## src/hdl/bcr_pkg.sv

```systemverilog
// bcr_pkg: shared constants for the bicubic catmull-rom grid sampler
// used by bcr_cubic and bicubic_catmull_rom_grid_sampler_top
`timescale 1ns / 1ps
package bcr_pkg;

  localparam int DEF_MAX_CONTROL_ROWS    = 16;
  localparam int DEF_MAX_CONTROL_COLUMNS = 16;
  localparam int DEF_MAX_SAMPLES         = 1024;
  localparam int DEF_COORD_BITS          = 32;

  // fixed field widths
  localparam int POINT_W    = 4;
  localparam int SAMPLE_W   = 10;
  localparam int CTRL_CNT_W = 5;
  localparam int SMPL_CNT_W = 11;
  localparam int CFG_IDX_W  = 3;
  localparam int CFG_DATA_W = 11;
  localparam int FRAC_W     = 16;

  // extra integer bits carried by the column pass values
  localparam int VAL_GUARD = 4;

  localparam logic [CFG_IDX_W-1:0] CFG_CONTROL_ROWS     = 3'd0;
  localparam logic [CFG_IDX_W-1:0] CFG_CONTROL_COLUMNS  = 3'd1;
  localparam logic [CFG_IDX_W-1:0] CFG_SAMPLE_ROWS      = 3'd2;
  localparam logic [CFG_IDX_W-1:0] CFG_SAMPLE_COLUMNS   = 3'd3;
  localparam logic [CFG_IDX_W-1:0] CFG_PERIODIC_COLUMNS = 3'd4;

  localparam logic [1:0] STATUS_OK        = 2'd0;
  localparam logic [1:0] STATUS_RANGE     = 2'd1;
  localparam logic [1:0] STATUS_BAD_CONFIG = 2'd2;

  localparam logic FUNC_WRITE  = 1'b0;
  localparam logic FUNC_SAMPLE = 1'b1;

endpackage

```

## src/hdl/bcr_cubic.sv

```systemverilog
// bcr_cubic: catmull-rom cubic on four points, horner steps on one multiplier
// depends on bcr_pkg
`timescale 1ns / 1ps
module bcr_cubic
  import bcr_pkg::*;
#(
  parameter int VW = DEF_COORD_BITS + VAL_GUARD
) (
  input  logic                 clk_i,
  input  logic                 rst_ni,
  input  logic                 start_i,
  input  logic signed [VW-1:0] p0_i,
  input  logic signed [VW-1:0] p1_i,
  input  logic signed [VW-1:0] p2_i,
  input  logic signed [VW-1:0] p3_i,
  input  logic [FRAC_W-1:0]    t_i,
  output logic                 done_o,
  output logic signed [VW-1:0] value_o
);

  localparam int CW = VW + 5;
  localparam int PW = CW + FRAC_W + 1;

  logic                 run_q;
  logic [1:0]           step_q;
  logic                 done_q;
  logic signed [CW-1:0] h_q, a_q, b_q, p1_q;
  logic [FRAC_W-1:0]    t_q;
  logic signed [VW-1:0] value_q;

  logic signed [CW-1:0] e0, e1, e2, e3, coef_a, coef_b, coef_c;
  logic signed [PW-1:0] prod;
  logic signed [CW-1:0] mf;
  logic signed [CW:0]   fin_sum;

  assign e0 = CW'(p0_i);
  assign e1 = CW'(p1_i);
  assign e2 = CW'(p2_i);
  assign e3 = CW'(p3_i);
  assign coef_a = e2 - e0;
  assign coef_b = (e0 <<< 1) - (e1 <<< 2) - e1 + (e2 <<< 2) - e3;
  assign coef_c = e1 + (e1 <<< 1) - e2 - (e2 <<< 1) + e3 - e0;

  // floor(h*t/2^16) is an arithmetic shift of the exact product
  assign prod    = PW'(h_q) * $signed({1'b0, t_q});
  assign mf      = CW'(prod >>> FRAC_W);
  assign fin_sum = (CW+1)'(p1_q <<< 1) + (CW+1)'(mf) + (CW+1)'(1);

  always_ff @(posedge clk_i or negedge rst_ni) begin
    if (!rst_ni) begin
      run_q  <= 1'b0;
      step_q <= 2'd0;
      done_q <= 1'b0;
    end else begin
      done_q <= 1'b0;
      if (start_i) begin
        run_q  <= 1'b1;
        step_q <= 2'd0;
      end else if (run_q) begin
        step_q <= step_q + 2'd1;
        if (step_q == 2'd2) begin
          run_q  <= 1'b0;
          done_q <= 1'b1;
        end
      end
    end
  end

  always_ff @(posedge clk_i) begin
    if (start_i) begin
      h_q  <= coef_c;
      a_q  <= coef_a;
      b_q  <= coef_b;
      p1_q <= e1;
      t_q  <= t_i;
    end else if (run_q) begin
      case (step_q)
        2'd0:    h_q <= b_q + mf;
        2'd1:    h_q <= a_q + mf;
        default: value_q <= VW'(fin_sum >>> 1);
      endcase
    end
  end

  assign done_o  = done_q;
  assign value_o = value_q;

endmodule

```

## config.mk

```make
export PLATFORM = sky130hd
export DESIGN_NAME = bcr_cubic
export DESIGN_NICKNAME = d
export VERILOG_FILES = /design/src/hdl/bcr_pkg.sv /design/src/hdl/bcr_cubic.sv
export SDC_FILE = /design/constraint.sdc
export NUM_CORES = 2
export LEC_CHECK = 0
export BUFFER_PORTS_ARGS = -buffer_cell sky130_fd_sc_hd__buf_2
export CORE_AREA = 2 2 281 255
export CTS_BUF_LIST = sky130_fd_sc_hd__clkbuf_16
export DETAILED_ROUTE_END_ITERATION = 7
export DIE_AREA = 0 0 283 257
export GPL_TIMING_DRIVEN = 0
export PLACE_DENSITY = 0.8
export SYNTH_ARGS = -nofsm -noshare
export SYNTH_HDL_FRONTEND = slang
export SYNTH_SLANG_ARGS = --single-unit
```

## constraint.sdc

```tcl
create_clock -name clk_i -period 26.5 [get_ports clk_i]
set_input_delay 2.65 -clock clk_i [delete_from_list [all_inputs] [get_ports clk_i]]
set_output_delay 2.65 -clock clk_i [all_outputs]
set_load 0.01 [all_outputs]
```

Word level (Yosys, flattened, before mapping)
Index checks and enable logic that the tools add are counted.
{ "classes": {"n_eq_ne": 2, "n_addsub": 15, "mux": 11, "n_mul": 1, "bitwise_logic": 2, "n_reduce_logical": 6} }
{ "ops": {"columns": ["operator", "n"], "rows": [
  ["$add 41x41->41", 2],
  ["$mux 41", 2],
  ["$pmux 41 s2", 1],
  ["$sub 41x36->41", 2],
  ["$mul 41x17->57", 1],
  ["$add 40x36->41", 1],
  ["$add 40x38->41", 1],
  ["$sub 39x36->40", 1],
  ["$sub 39x37->40", 1],
  ["$sub 37x38->39", 1],
  ["$sub 38x36->39", 1],
  ["$add 36x37->38", 1],
  ["$add 37x2->37 const B", 1],
  ["$add 37x37->37", 1],
  ["$sub 36x36->37", 1],
  ["$mux 1", 6],
  ["$mux 2", 2],
  ["$reduce_and 3->1", 1],
  ["$reduce_bool 3->1", 1],
  ["$add 2x1->2 const B", 1],
  ["$eq 2x1->1 const B", 1],
  ["$eq 2x2->1 const B", 1],
  ["$logic_not 2->1", 1],
  ["$not 1->1", 2],
  ["other kinds (3)", 3]
]} }
{ "totals": {"word_cells": 46, "output_inout_bits": 37, "input_bits": 163, "ff_bits": 215} }

Depth between registers and ports, before layout
{ "logic_depth": {"word_depth": 6, "mapped_depth": 37, "depth_no_buf": 34} }

Worst setup path before layout
Ideal clock, no wire load.
{ "synth_timing": {"path_type": "reg2reg", "startpoint": "reg h_q[16]", "endpoint": "reg h_q[38] (data pin)", "path_stages_with_launch": 33, "slack_ns": 17.763, "synth_period_minus_slack_ns": 8.737, "setup_ns": 0.273, "required_ns": 26.227, "arrival_time_ns": 8.464, "n_path_buf": 2, "cell_sequence": "edfxtp_1 clkbuf_1 nand2_1 fa_1 fa_1 fa_1 inv_1 fa_1 fa_1 inv_1 fa_1 inv_1 ha_1 a21oi_1 o21ai_0 nor4b_1 a211oi_1 or3_1 a21oi_1 a21oi_1 a21oi_1 xnor2_1 ha_1 clkbuf_1 a21oi_1 nor3b_1 a211o_1 o211ai_1 o311a_1 o41ai_1 mux2_2 a221oi_1 o211ai_1"} }
{ "synth_via": {"elab_chain_len": 5, "elab_cells_between_ends": 6, "classes_between": "add/sub (2); mul (1); mux (3)"} }
{ "synth_lines": {"columns": ["element", "line_no", "source"], "rows": [
  ["start: declaration", "bcr_cubic.sv:27", "logic signed [CW-1:0] h_q, a_q, b_q, p1_q;"],
  ["start signal: assignment", "bcr_cubic.sv:71", "h_q <= coef_c;"],
  ["start signal: assignment", "bcr_cubic.sv:78", "2'd0: h_q <= b_q + mf;"],
  ["start signal: assignment", "bcr_cubic.sv:79", "2'd1: h_q <= a_q + mf;"],
  ["$mul 41x17->57 *", "bcr_cubic.sv:45", "assign prod = PW'(h_q) * $signed({1'b0, t_q});"],
  ["$add 41x41->41 (on tied branches)", "bcr_cubic.sv:79, bcr_cubic.sv:78", null],
  ["$pmux 41 s2 *", "bcr_cubic.sv:77", "case (step_q)"],
  ["$mux 41 *", "bcr_cubic.sv:76", "end else if (run_q) begin"],
  ["$mux 41 *", "bcr_cubic.sv:70", "if (start_i) begin"]
]} }
Mark *: on every way between the ends. The rest lies on a longest branch, timed or not. The select of a mux whose other input is x is not followed.
A chain may end at the register's enable or synchronous reset.

Worst setup path after layout
{ "layout_timing": {"startpoint": "reg t_q[2]", "endpoint": "reg value_q[35] (netlist: value_o[35]) (data pin)"} }
{ "layout_via": {"elab_chain_len": 3} }
{ "layout_lines": {"columns": ["element", "line_no", "source"], "rows": [
  ["start: declaration", "bcr_cubic.sv:28", "logic [FRAC_W-1:0] t_q;"],
  ["start signal: assignment", "bcr_cubic.sv:75", "t_q <= t_i;"],
  ["$mul 41x17->57", "bcr_cubic.sv:45", null],
  ["$add 37x37->37", "bcr_cubic.sv:47", "assign fin_sum = (CW+1)'(p1_q <<< 1) + (CW+1)'(mf) + (CW+1)'(1);"],
  ["$add 37x2->37", "bcr_cubic.sv:47", null],
  ["net fin_sum[36]", "bcr_cubic.sv:34", "logic signed [CW:0] fin_sum;"],
  ["end signal: assignment", "bcr_cubic.sv:80", "default: value_q <= VW'(fin_sum >>> 1);"],
  ["end: declaration", "bcr_cubic.sv:29", "logic signed [VW-1:0] value_q;"]
]} }
The timed path passes the listed nets, and every way through them passes these cells.

==> flow_summary.json <==
{
  "antenna_found_initial": 7,
  "netlist.area_leader.share_pct": 38.65,
  "num_vias": 34931,
  "setup-tns-final_ns": 0,
  "min_from": "step_q[1]",
  "cts_setup_buffers": 0,
  "worst_slew_pin_slew_ns": 1.179,
  "drt_iter0_drc": 3569,
  "syn_area_um2": 44910,
  "dr.pass1.iters": 6,
  "synth_largest_area_cell": "fa_1",
  "maxSlewViolCount": 0,
  "gr-usage-all-layers_pct": 35.80,
  "fin_crit_sh_pct": 42.35,
  "fin_area_um2": 48050,
  "synth_compound_area_share_pct": 10.63,
  "cts_tree": "done",
  "clockBufferDepth": 3,
  "cpMostUsedCell": "fa_1",
  "place.gp.congestion": 1.057,
  "slowest_stage": "clkbuf_1",
  "multi_input_area_um2": 34140,
  "synth_top_family_by_area": "adder cells",
  "relSlewSlack_pct": 21.40,
  "core_um2": 69640,
  "synthCells": 4761,
  "cts-resized-gates": 0,
  "clock-root-buffer": "clkbuf_16",
  "vias_per_cell": 5.863,
  "die_h_um": 257,
  "clkLatencyLatePin_ns": 0.58,
  "yosysMostFrequentCell": "inv_1",
  "io_pins": 200,
  "crit_type": "reg -> reg",
  "yosys.area_share.simple_pct": 12.64,
  "routedWlPerCell_um": 21.20,
  "fmax_ghz": 0.08911,
  "cts-hold-fix-buffers": 0,
  "cp-end-kind": "flip-flop",
  "start_util_pct": 64.48,
  "critPathLaunchType": "flip-flop",
  "arrival_ns": 11.53,
  "cp.buffers_inverters": 6,
  "h-tree-depth": 1,
  "cp_top_family": "adder cells",
  "route.detailed.drc": 0,
  "synthTopCellsByCount": "1,037 x inv_1, 867 x fa_1, 557 x nand2_1",
  "ant_nets": 0,
  "cts.sinks": 211,
  "crit_required_ns": 26.81,
  "synth_nets": 6122,
  "synth.avg_cell_area_um2": 9.432,
  "area_growth_pct": 6.990,
  "ys_types": 87,
  "crit_start": "t_q[2]",
  "overflow": 0,
  "hold_viol_final": 0,
  "portBuffers": 199,
  "wirelength_um": 126300,
  "die_width_um": 283,
  "grt_start_max_net_pins": 106,
  "setup_violations": 0,
  "hold_path.class": "reg -> reg",
  "nets": 6356,
  "yosys_most_used_dff": "edfxtp_1",
  "synthArstFlopShare_pct": 1.896,
  "grt_first_pass_wirelength_um": 200800,
  "ys_top_cells_by_area": "fa_1 39%, edfxtp_1 14%, ha_1 9.2%",
  "drive_gt1_share_pct": 6.442,
  "synth.area.mux_share_pct": 1.109,
  "synthAdderAreaFrac_pct": 47.87,
  "cpPeakStageDelay_ns": 0.79,
  "synth-xor-area-share_pct": 3.739,
  "cts.clk_slew.worst_paths_ns": 0.06,
  "grt_pass1_vias": 36075,
  "ys_ff_latch": 211,
  "status": "completed",
  "cts_buffers": 27,
  "regArea_um2": 6316,
  "yosysSeqAreaShare_pct": 14.06,
  "cap_violations": 0,
  "rows": 92,
  "crit_path_max_fanout": 10,
  "rr_startpoint": "t_q[2]",
  "die_area_um2": 72730,
  "dpl_cell_area_um2": 47160,
  "fillers": 5392,
  "rsz0062_at_grt": "no",
  "yosys_warnings": 0,
  "place_hpwl_um": 107200,
  "synth_edf_count": 207,
  "skew_ns": 0.01882,
  "finalCriticalPeriod_ns": 11.22
}
==> cell families (layout without fill, tap and decap cells) <==
kind of cell             after synthesis  in the layout
multiplexers                          45             45
other                                  0              4
AO/OA/AOI/OAI                        723            723
XOR/XNOR                             190            190
adder cells (fa/ha/maj)             1198           1198
buffers and inverters               1190           1443
flip-flops                           211            211
AND/OR/NAND/NOR                     1204           1204
==> flip-flops by register name, summed over array words and instances (netlist names) <==
signal / count
step_q: 2
p1_q: 36
value_o: 36
t_q: 16
done_o: 1
b_q: 41
a_q: 37
h_q: 41
run_q: 1
==> area by class of cell <==
class / instances / share of cell area, %
multi-input combinational: 3360 / 71.05
sequential: 211 / 13.15
inverter: 1038 / 8.109
tap: 940 / 2.448
timing repair buffer: 205 / 2.221
clock buffer: 27 / 1.406
buffer: 152 / 1.190
clock inverter: 21 / 0.4088
antenna: 4 / 0.02083
==> path summary, 6_finish.rpt <==
| kind | endpoint | slack (ns) | cells past startpoint |
|---|---|---|---|
| worst max-delay path | value_o[35] | 15.28 | 32 |
| worst min-delay path | step_q[1] | 0.60 | 2 |
| worst max register to register | value_o[35] | 15.28 | 32 |
| worst min register to register | step_q[1] | 0.60 | 2 |
| max in group asynchronous | step_q[1] | 24.51 | 1 |
| min in group asynchronous | done_o | 1.87 | 1 |
==> tightest hold or removal path: stages, from the launching register on <==
cell and delay (ns):
dfrtp_1 0.38, mux2i_1 0.08, nor2_1 0.09
==> layout by cell type (no fill, tap or decap), drive strengths merged, types with 9 or more instances in the layout <==
master and instances:
and2 247, nand3 49, a31oi 20, a41oi 10, o21a 42, clkinv 10, o311ai 11, xnor2 117
a211o 14, buf 210, and3 20, a21o 120, o2111ai 9, nor2b 33, xor2 72, o31a 10
clkbuf 174, nand4 18, nand2b 35, o21bai 23, a21oi 224, o211ai 15, or3 16, inv 1043
a211oi 23, nand2 557, o21ai 126, o31ai 12, nor3 51, nor2 151, fa 867, edfxtp 207
mux2 38, a21boi 9, ha 331
==> routing by layer <==
metal	vias to the layer above	routed length, um	track usage, %
met5	-	13	0
met4	2	5482	12.32
met3	317	14610	8.457
met2	1962	55570	54.86
met1	17187	50640	50.45
li1	15463	-	-
==> stage by stage <==
stage	std cells	hold WS [ns]	setup WS [ns]	util (%)
after floorplan	4761	0.5125	17.76	-
after global placement	5900	0.5530	15.03	67.60
after detailed placement	5906	0.5792	15.44	67.72
after CTS	5954	0.6012	15.42	68.97
after global routing	5958	0.6312	14.82	68.99
final	5958	0.5988	15.28	68.99
Power is left out: the tool's default activity adds up to more than one toggle a clock period on the data nets, which glitch-free logic cannot reach.
